$ cat src/rtl/mouse_report_to_quadrature_macros.svh
// Assertion macros used by the mouse report to quadrature top level.
`ifndef MOUSE_REPORT_TO_QUADRATURE_MACROS_SVH
`define MOUSE_REPORT_TO_QUADRATURE_MACROS_SVH

// Same-cycle implication, sampled on clk and disabled while rst is high.
`define MRQ_ASSERT_SAME(lbl, cond, prop) \
  lbl: assert property (@(posedge clk) disable iff (rst) (cond) |-> (prop)) \
    else $error("mouse_report_to_quadrature: same-cycle check failed");

// Next-cycle implication, sampled on clk and disabled while rst is high.
`define MRQ_ASSERT_NEXT(lbl, cond, prop) \
  lbl: assert property (@(posedge clk) disable iff (rst) (cond) |=> (prop)) \
    else $error("mouse_report_to_quadrature: next-cycle check failed");

`endif

$ cat src/rtl/mrq_pkg.sv
// Types, codes and helper functions for the mouse report to quadrature block.
`timescale 1ns / 1ps
`default_nettype none

package mrq_pkg;

  typedef enum logic [1:0] {
    STATUS_OK         = 2'd0,
    STATUS_BAD_LENGTH = 2'd1,
    STATUS_BUSY       = 2'd2
  } status_t;

  localparam logic ACTION_REPORT = 1'b0;
  localparam logic ACTION_TICK   = 1'b1;

  localparam logic [7:0]  REPORT_BYTES      = 8'd8;
  localparam logic [15:0] STEP_INTERVAL_RST = 16'd150;

  typedef struct packed {
    logic       action;
    logic [7:0] report_length;
    logic [7:0] button_byte;
    logic [7:0] x_low_byte;
    logic [7:0] x_direction_byte;
    logic [7:0] y_low_byte;
    logic [7:0] y_direction_byte;
  } item_t;

  typedef struct packed {
    logic    x_a_drive;
    logic    x_b_drive;
    logic    y_a_drive;
    logic    y_b_drive;
    logic    left_drive;
    logic    right_drive;
    status_t status;
    logic    moving;
  } result_t;

  // One Gray step: forward runs 0,1,3,2 and backward runs the reverse.
  function automatic logic [1:0] step_phase(input logic [1:0] phase, input logic forward);
    logic [1:0] nxt;
    unique case (phase)
      2'd0: nxt = forward ? 2'd1 : 2'd2;
      2'd1: nxt = forward ? 2'd3 : 2'd0;
      2'd3: nxt = forward ? 2'd2 : 2'd1;
      2'd2: nxt = forward ? 2'd0 : 2'd3;
      default: nxt = phase;
    endcase
    return nxt;
  endfunction

  // A zero direction byte means the low byte is a negative two's complement count.
  function automatic logic [7:0] load_count(input logic [7:0] low, input logic [7:0] dir);
    return (dir != 8'd0) ? low : (8'd0 - low);
  endfunction

endpackage

`default_nettype wire

$ cat src/rtl/mrq_in_reg.sv
// Input register stage that holds one accepted word until the core takes it.
`timescale 1ns / 1ps
`default_nettype none

module mrq_in_reg (
  input  wire logic          clk,
  input  wire logic          rst,
  input  wire logic          in_valid,
  output logic               in_stall,
  input  wire mrq_pkg::item_t in_item,
  input  wire logic          advance,
  output logic               item_valid,
  output mrq_pkg::item_t     item
);

  logic accept;
  logic fire;

  assign in_stall = item_valid && !advance;
  assign accept   = in_valid && !in_stall;
  assign fire     = item_valid && advance;

  always_ff @(posedge clk) begin
    if (rst) begin
      item_valid <= 1'b0;
    end else if (accept) begin
      item_valid <= 1'b1;
    end else if (fire) begin
      item_valid <= 1'b0;
    end
  end

  always_ff @(posedge clk) begin
    if (accept) begin
      item <= in_item;
    end
  end

endmodule

`default_nettype wire

$ cat src/rtl/mrq_core.sv
// Step engine: button and count state, wait counter and the per-word update.
`timescale 1ns / 1ps
`default_nettype none

module mrq_core (
  input  wire logic           clk,
  input  wire logic           rst,
  input  wire logic           cfg_we,
  input  wire logic [15:0]    cfg_data,
  input  wire logic           fire,
  input  wire mrq_pkg::item_t item,
  output mrq_pkg::result_t    result
);

  logic [15:0] step_interval;
  logic [1:0]  horiz_phase, horiz_phase_next;
  logic [1:0]  vert_phase, vert_phase_next;
  logic [7:0]  horiz_pending, horiz_pending_next;
  logic [7:0]  vert_pending, vert_pending_next;
  logic        horiz_forward, horiz_forward_next;
  logic        vert_forward, vert_forward_next;
  logic [1:0]  button_drives, button_drives_next;
  logic [15:0] wait_count, wait_count_next;
  logic [15:0] wait_after_step;
  logic        busy;
  mrq_pkg::status_t status;

  // An interval of zero behaves like one: no wait between steps.
  assign wait_after_step = (step_interval == 16'd0) ? 16'd0 : step_interval - 16'd1;
  assign busy = (horiz_pending != 8'd0) || (vert_pending != 8'd0) || (wait_count != 16'd0);

  always_comb begin
    horiz_phase_next   = horiz_phase;
    vert_phase_next    = vert_phase;
    horiz_pending_next = horiz_pending;
    vert_pending_next  = vert_pending;
    horiz_forward_next = horiz_forward;
    vert_forward_next  = vert_forward;
    button_drives_next = button_drives;
    wait_count_next    = wait_count;
    status             = mrq_pkg::STATUS_OK;

    if (item.action == mrq_pkg::ACTION_TICK) begin
      if (wait_count != 16'd0) begin
        wait_count_next = wait_count - 16'd1;
      end else if (horiz_pending != 8'd0) begin
        horiz_phase_next   = mrq_pkg::step_phase(horiz_phase, horiz_forward);
        horiz_pending_next = horiz_pending - 8'd1;
        wait_count_next    = wait_after_step;
      end else if (vert_pending != 8'd0) begin
        vert_phase_next   = mrq_pkg::step_phase(vert_phase, vert_forward);
        vert_pending_next = vert_pending - 8'd1;
        wait_count_next   = wait_after_step;
      end
    end else if (busy) begin
      status = mrq_pkg::STATUS_BUSY;
    end else if (item.report_length != mrq_pkg::REPORT_BYTES) begin
      status = mrq_pkg::STATUS_BAD_LENGTH;
    end else begin
      button_drives_next = item.button_byte[1:0];
      horiz_forward_next = (item.x_direction_byte != 8'd0);
      horiz_pending_next = mrq_pkg::load_count(item.x_low_byte, item.x_direction_byte);
      vert_forward_next  = (item.y_direction_byte != 8'd0);
      vert_pending_next  = mrq_pkg::load_count(item.y_low_byte, item.y_direction_byte);
    end

    result.x_a_drive   = horiz_phase_next[0];
    result.x_b_drive   = horiz_phase_next[1];
    result.y_a_drive   = vert_phase_next[0];
    result.y_b_drive   = vert_phase_next[1];
    result.left_drive  = button_drives_next[0];
    result.right_drive = button_drives_next[1];
    result.status      = status;
    result.moving      = (horiz_pending_next != 8'd0) || (vert_pending_next != 8'd0) ||
                         (wait_count_next != 16'd0);
  end

  always_ff @(posedge clk) begin
    if (rst) begin
      step_interval <= mrq_pkg::STEP_INTERVAL_RST;
    end else if (cfg_we) begin
      step_interval <= cfg_data;
    end
  end

  always_ff @(posedge clk) begin
    if (rst) begin
      horiz_phase   <= 2'd0;
      vert_phase    <= 2'd0;
      horiz_pending <= 8'd0;
      vert_pending  <= 8'd0;
      horiz_forward <= 1'b0;
      vert_forward  <= 1'b0;
      button_drives <= 2'd0;
      wait_count    <= 16'd0;
    end else if (fire) begin
      horiz_phase   <= horiz_phase_next;
      vert_phase    <= vert_phase_next;
      horiz_pending <= horiz_pending_next;
      vert_pending  <= vert_pending_next;
      horiz_forward <= horiz_forward_next;
      vert_forward  <= vert_forward_next;
      button_drives <= button_drives_next;
      wait_count    <= wait_count_next;
    end
  end

endmodule

`default_nettype wire

$ cat src/rtl/mrq_out_reg.sv
// Result register that holds one finished word until the receiver takes it.
`timescale 1ns / 1ps
`default_nettype none

module mrq_out_reg (
  input  wire logic             clk,
  input  wire logic             rst,
  input  wire logic             load,
  input  wire mrq_pkg::result_t result_in,
  output logic                  advance,
  output logic                  out_valid,
  input  wire logic             out_stall,
  output mrq_pkg::result_t      result_out
);

  // The register can take a new result when empty or when its word leaves now.
  assign advance = !out_valid || !out_stall;

  always_ff @(posedge clk) begin
    if (rst) begin
      out_valid <= 1'b0;
    end else if (load) begin
      out_valid <= 1'b1;
    end else if (!out_stall) begin
      out_valid <= 1'b0;
    end
  end

  always_ff @(posedge clk) begin
    if (load) begin
      result_out <= result_in;
    end
  end

endmodule

`default_nettype wire

$ cat src/rtl/mouse_report_to_quadrature.sv
// Top level: HID mouse reports and time ticks in, quadrature and button line drives out.
//
// Input channel: in_valid / in_stall carry one word per accepted edge. A word is either
// a mouse report (action 0, with length, button and movement bytes) or one time tick
// (action 1). The output channel out_valid / out_stall returns exactly one result word
// for every input word: the four quadrature line drives, the two button drives, a status
// code (accepted or tick, bad length, busy) and the moving flag.
// The step interval register is written through cfg_we / cfg_data while the block is
// idle, a rule the user must keep that the block itself does not enforce; the interval
// counts ticks from one quadrature step to the next. An accepted word sits in the input
// register until the result register can take its result; the state update then runs
// in a single pass and lands in the result register, which raises out_valid.
// One word is accepted every cycle as long as the receiver keeps up.
// When the receiver stalls, the waiting result holds in the result register and one
// more word can still be taken into the input register; in_stall rises only when both
// are full. Synchronous reset empties both registers, clears the pending steps and the
// wait count, and sets the step interval back to 150 ticks.
`timescale 1ns / 1ps
`default_nettype none

`include "mouse_report_to_quadrature_macros.svh"

module mouse_report_to_quadrature (
  input  wire logic        clk,
  input  wire logic        rst,
  input  wire logic        cfg_we,
  input  wire logic [15:0] cfg_data,
  input  wire logic        in_valid,
  output logic             in_stall,
  input  wire logic        action,
  input  wire logic [7:0]  report_length,
  input  wire logic [7:0]  button_byte,
  input  wire logic [7:0]  x_low_byte,
  input  wire logic [7:0]  x_direction_byte,
  input  wire logic [7:0]  y_low_byte,
  input  wire logic [7:0]  y_direction_byte,
  output logic             out_valid,
  input  wire logic        out_stall,
  output logic             x_a_drive,
  output logic             x_b_drive,
  output logic             y_a_drive,
  output logic             y_b_drive,
  output logic             left_drive,
  output logic             right_drive,
  output logic [1:0]       status,
  output logic             moving
);

  mrq_pkg::item_t   in_item;
  mrq_pkg::item_t   item;
  mrq_pkg::result_t result_core;
  mrq_pkg::result_t result_q;
  logic             item_valid;
  logic             advance;
  logic             fire;

  assign in_item.action           = action;
  assign in_item.report_length    = report_length;
  assign in_item.button_byte      = button_byte;
  assign in_item.x_low_byte       = x_low_byte;
  assign in_item.x_direction_byte = x_direction_byte;
  assign in_item.y_low_byte       = y_low_byte;
  assign in_item.y_direction_byte = y_direction_byte;

  // The held word is processed whenever the result register can take its result.
  assign fire = item_valid && advance;

  mrq_in_reg u_in_reg (
    .clk        (clk),
    .rst        (rst),
    .in_valid   (in_valid),
    .in_stall   (in_stall),
    .in_item    (in_item),
    .advance    (advance),
    .item_valid (item_valid),
    .item       (item)
  );

  mrq_core u_core (
    .clk      (clk),
    .rst      (rst),
    .cfg_we   (cfg_we),
    .cfg_data (cfg_data),
    .fire     (fire),
    .item     (item),
    .result   (result_core)
  );

  mrq_out_reg u_out_reg (
    .clk        (clk),
    .rst        (rst),
    .load       (fire),
    .result_in  (result_core),
    .advance    (advance),
    .out_valid  (out_valid),
    .out_stall  (out_stall),
    .result_out (result_q)
  );

  assign x_a_drive   = result_q.x_a_drive;
  assign x_b_drive   = result_q.x_b_drive;
  assign y_a_drive   = result_q.y_a_drive;
  assign y_b_drive   = result_q.y_b_drive;
  assign left_drive  = result_q.left_drive;
  assign right_drive = result_q.right_drive;
  assign status      = result_q.status;
  assign moving      = result_q.moving;

  // A refused busy report leaves the state untouched, so motion is still pending.
  `MRQ_ASSERT_SAME(a_busy_means_moving, out_valid && (status == mrq_pkg::STATUS_BUSY), moving)
  // A bad length is only reported when the block was idle, and it stays idle.
  `MRQ_ASSERT_SAME(a_bad_len_idle, out_valid && (status == mrq_pkg::STATUS_BAD_LENGTH), !moving)
  // The input side only stalls while a word is already held.
  `MRQ_ASSERT_SAME(a_stall_only_when_full, in_stall, item_valid)
  // A processed word always shows up in the result register next cycle.
  `MRQ_ASSERT_NEXT(a_fire_gives_result, fire, out_valid)

endmodule

`default_nettype wire

$ cat config.mk
export PLATFORM = sky130hd
export DESIGN_NAME = mouse_report_to_quadrature
export DESIGN_NICKNAME = d
export VERILOG_FILES = /design/src/rtl/mrq_pkg.sv /design/src/rtl/mrq_in_reg.sv /design/src/rtl/mrq_core.sv /design/src/rtl/mrq_out_reg.sv /design/src/rtl/mouse_report_to_quadrature.sv
export VERILOG_INCLUDE_DIRS = /design/src /design/src/rtl
export SDC_FILE = /design/constraint.sdc
export NUM_CORES = 1
export LEC_CHECK = 0
export ABC_AREA = 1
export BUFFER_PORTS_ARGS = -buffer_cell sky130_fd_sc_hd__buf_4
export CAP_MARGIN = 15
export CORE_AREA = 2 2 78 155
export DETAILED_ROUTE_END_ITERATION = 8
export DIE_AREA = 0 0 80 157
export PLACE_DENSITY = 0.86
export SYNTH_ARGS = -nofsm -noshare
export SYNTH_HDL_FRONTEND = slang
export SYNTH_HIERARCHICAL = 1
export SYNTH_SLANG_ARGS = --single-unit
export TNS_END_PERCENT = 30
$ cat constraint.sdc
create_clock -name clk -period 6.82 [get_ports clk]
set_input_delay 0.341 -clock clk [delete_from_list [all_inputs] [get_ports clk]]
set_output_delay 0.341 -clock clk [all_outputs]
set_load 0.05 [all_outputs]
==> results summary <==
The root cell of the clock tree is sky130_fd_sc_hd__clkbuf_16. The slew at the pin with the worst max-slew slack is 1.14 ns. The max-slew violation total from the final report is 0. The register-to-register path setup slack is 3.98 ns. Cells with a size suffix above 1 make up 14.4% of the layout. The final weighted congestion of routability-driven global placement is 0.937. The post-cts hold buffer count came out at 0. STA classifies the critical path endpoint as a flip-flop.

The area enclosed by the die boundary is ~13000 sq um. The post-route total power is roughly 1.7 mW. Synthesis produced a netlist with a net count of about 1000.

The filler-free cell count of the finished design is around 1.1k. The category of the critical setup timing path is reg2reg. The total length of routed wires is approximately 16000 microns.

The clock reaches the later pin of the worst-skew pair after ~0.35 ns. Summing over every cut layer, the via total after detailed routing is 6241. The final clock period utilization by the worst path is 41.7%.

The clock-pin slew reported for the worst setup and hold paths after clock tree synthesis came out at 0.08 ns. Setup violations remaining at the end of the flow were counted as 0. For this design the static power due to leakage is roughly 3.5 nW. Counting along the longest clock path gives a buffer depth of 2.

The via count of the first global-routing pass came to just under 6k. The worst register-to-register path ends at u_out_reg/result_out[0]. The critical path launch point type is a flip-flop. The remaining antenna violation count after routing came out at 0.

The worst register-to-register path begins at u_core/wait_count[0]. The clock skew came out at 0.0127 ns. The path with the worst hold slack has its endpoint at u_in_reg/item[4].

The class of the worst hold path is in2reg. The post-CTS repair timing setup buffer count is 0. The CTS buffer count came out at 9. For this run, the total global-route usage over all layers was measured as between 20% and 30%.

The arrival time of data at the critical path endpoint is 2.94 ns. Max-cap violations in this run came to 0. The filler cells instantiated in the layout total approximately 960. The number of antenna diodes came out at 0. The number of instances resized during post-cts repair came out at 0. The floorplan step set the die height to 157 microns.

The count of port buffers added during placement came out at 74. The total negative setup slack is 0 ns. The headroom to the max-slew limit came out at about a quarter.

The layout net count is roughly 1.1k. The final critical-path required period came out at 2.84 ns. The final routed DRC violation total came out at 0. During I/O placement, the number of pins put on the boundary was between 80 and 90.

The layout overhead on the synthesized area is 15.0%. The instance count after placement with tap cells included came out at about 1.1k. The total overflow left after global routing is 0. Once the floorplan was initialized, standard cells occupied between 50 and 60% of the core. Dividing the detail-routed via count by the number of cells gives roughly 5.5. The die outline width is 80 microns.

The number of H-tree branching levels came out at 3. The pin count of the biggest net entering global routing came out at 63. The number of standard-cell rows in the floorplan is 55. The highest attainable clock frequency came out at between 300 and 400 MHz.

The synthesized instance count is slightly above 900. The number of antenna violations at the first check in global routing is 0. In this run the worst path has a maximum fanout of 12. In the final routed layout, each cell accounts on average for roughly 14 microns. The floorplan step defined a core boundary enclosing roughly 11000 sq um. TritonCTS built the clock tree. The count of final hold-check violations is 0.

The worst-case reg-to-reg path depth came out at 15. The maximum vdd drop is around 0.16 mV. The flow ran to the end, and the final reports show no timing, DRC or antenna violations. Before antenna repair, the detailed router went through 7 iterations.

The first global-routing pass estimated approximately 26000 microns of wire. Setup repair after global routing left no endpoint under its margin. The mean instance size in the synthesized netlist is around 7 sq um. In this run the power density over the cells is between 200 and 250 nW/um^2. After legalization and detailed placement, the total HPWL measured around 12000 microns.

In this run, the number of DRC markers left after iteration 0 of detailed routing was ~460. The startpoint identified for the worst hold timing path is y_direction_byte[4]. Registers take roughly 2700 sq um. The cell area after technology mapping came out at about 6500 sq um. For the worst setup path, the data required time is 6.92 ns.

Along the worst hold path, the cell count comes to 1. The yosys synthesis warning count came out at 6. The area occupied by multi-input gates came out at around 3200 sq um. Counting every sink on the clock net gives 110.
## cell usage in the layout (no fill, tap or decap), types with 4 or more instances in the layout
cell,instances
sky130_fd_sc_hd__nand2_1,235
sky130_fd_sc_hd__o21ai_0,57
sky130_fd_sc_hd__xor2_1,20
sky130_fd_sc_hd__nand2_2,4
sky130_fd_sc_hd__clkbuf_16,10
sky130_fd_sc_hd__nor2_2,9
sky130_fd_sc_hd__ha_1,6
sky130_fd_sc_hd__clkinv_1,5
sky130_fd_sc_hd__nor3_1,4
sky130_fd_sc_hd__inv_2,13
sky130_fd_sc_hd__nand3_1,96
sky130_fd_sc_hd__inv_1,103
sky130_fd_sc_hd__nor2_4,9
sky130_fd_sc_hd__nor2_1,118
sky130_fd_sc_hd__nand4_1,8
sky130_fd_sc_hd__edfxtp_1,52
sky130_fd_sc_hd__o211ai_1,14
sky130_fd_sc_hd__xnor2_1,5
sky130_fd_sc_hd__dfxtp_1,58
sky130_fd_sc_hd__o21ai_1,11
sky130_fd_sc_hd__buf_4,78
sky130_fd_sc_hd__a21oi_1,47
## power by group
| part | switching [mW] | internal, mW |
|---|---|---|
| registers | 0.0350 | 0.733 |
| logic | 0.240 | 0.130 |
| clock network | 0.258 | 0.279 |
## sequential cells by signal, summed over array words and instances, names as in the netlist
signal	count
u_core/vert_phase	2
u_core/wait_count	16
u_core/horiz_phase	2
u_out_reg/out_valid	1
u_core/vert_forward	1
u_in_reg/item_valid	1
u_core/horiz_forward	1
u_core/vert_pending	8
u_core/step_interval	16
u_core/horiz_pending	8
u_core/button_drives	2
u_out_reg/result_out	9
u_in_reg/item	43
## metrics by stage
stage | worst slack [ns] | hold WS [ns] | utilization (%) | area (sq um)
6_report | 3.98 | 0.161 | 66.6 | 7520
4_1_cts | 4.07 | 0.155 | 66.5 | 7500
3_5_place_dp | 4.10 | 0.467 | 63.7 | 7190
3_3_place_gp | 4.07 | 0.453 | 63.7 | 7190
2_1_floorplan | 3.69 | 0.403 | - | 6540
5_1_grt | 3.84 | 0.148 | 66.6 | 7520
## worst max-delay path: stages (launching register included)
cell	delay (ns)
sky130_fd_sc_hd__dfxtp_1	0.35
sky130_fd_sc_hd__inv_1	0.13
sky130_fd_sc_hd__ha_1	0.27
sky130_fd_sc_hd__nand2_4	0.11
sky130_fd_sc_hd__nor2_2	0.16
sky130_fd_sc_hd__nand3_2	0.31
sky130_fd_sc_hd__nor3_4	0.39
sky130_fd_sc_hd__nand2_1	0.12
sky130_fd_sc_hd__nand3_1	0.08
sky130_fd_sc_hd__nand2_1	0.08
sky130_fd_sc_hd__inv_1	0.06
sky130_fd_sc_hd__nand2_1	0.04
sky130_fd_sc_hd__nor2_1	0.16
sky130_fd_sc_hd__nand2_1	0.12
sky130_fd_sc_hd__nor2_1	0.12
sky130_fd_sc_hd__nand2_1	0.09
## cell type report
| cell class | count | area share [%] |
|---|---|---|
| Timing Repair Buffer | 79 | 8.05 |
| Inverter | 121 | 6.04 |
| Multi-Input combinational cell | 663 | 43.2 |
| Tap cell | 142 | 2.36 |
| Sequential cell | 110 | 36.2 |
| Clock inverter | 6 | 0.815 |
| Clock buffer | 10 | 3.33 |
## per-layer routing
layer / global-route usage (%) / share of wire [%] / vias up
li1: - / - / 3105
met1: 24.3 / 35 / 2825
met2: 49.5 / 54 / 235
met3: 3.67 / 4.2 / 76
met4: 18.9 / 7.0 / 0
met5: 0 / 0 / -
## how the worst max path moves through the flow
stage,from,depth (start not counted),endpoint,slack [ns]
finish,u_core/wait_count[0],15,u_out_reg/result_out[0],3.98
global route,u_core/wait_count[0],15,u_out_reg/result_out[0],3.84
CTS,u_core/wait_count[0],15,u_out_reg/result_out[0],4.07
detailed placement,u_core/wait_count[0],15,u_out_reg/result_out[0],4.10
global placement,u_core/wait_count[0],15,u_out_reg/result_out[0],4.07
floorplan,u_out_reg/out_valid,5,u_in_reg/item[0],3.69
Power figures use the tool's default switching activity.
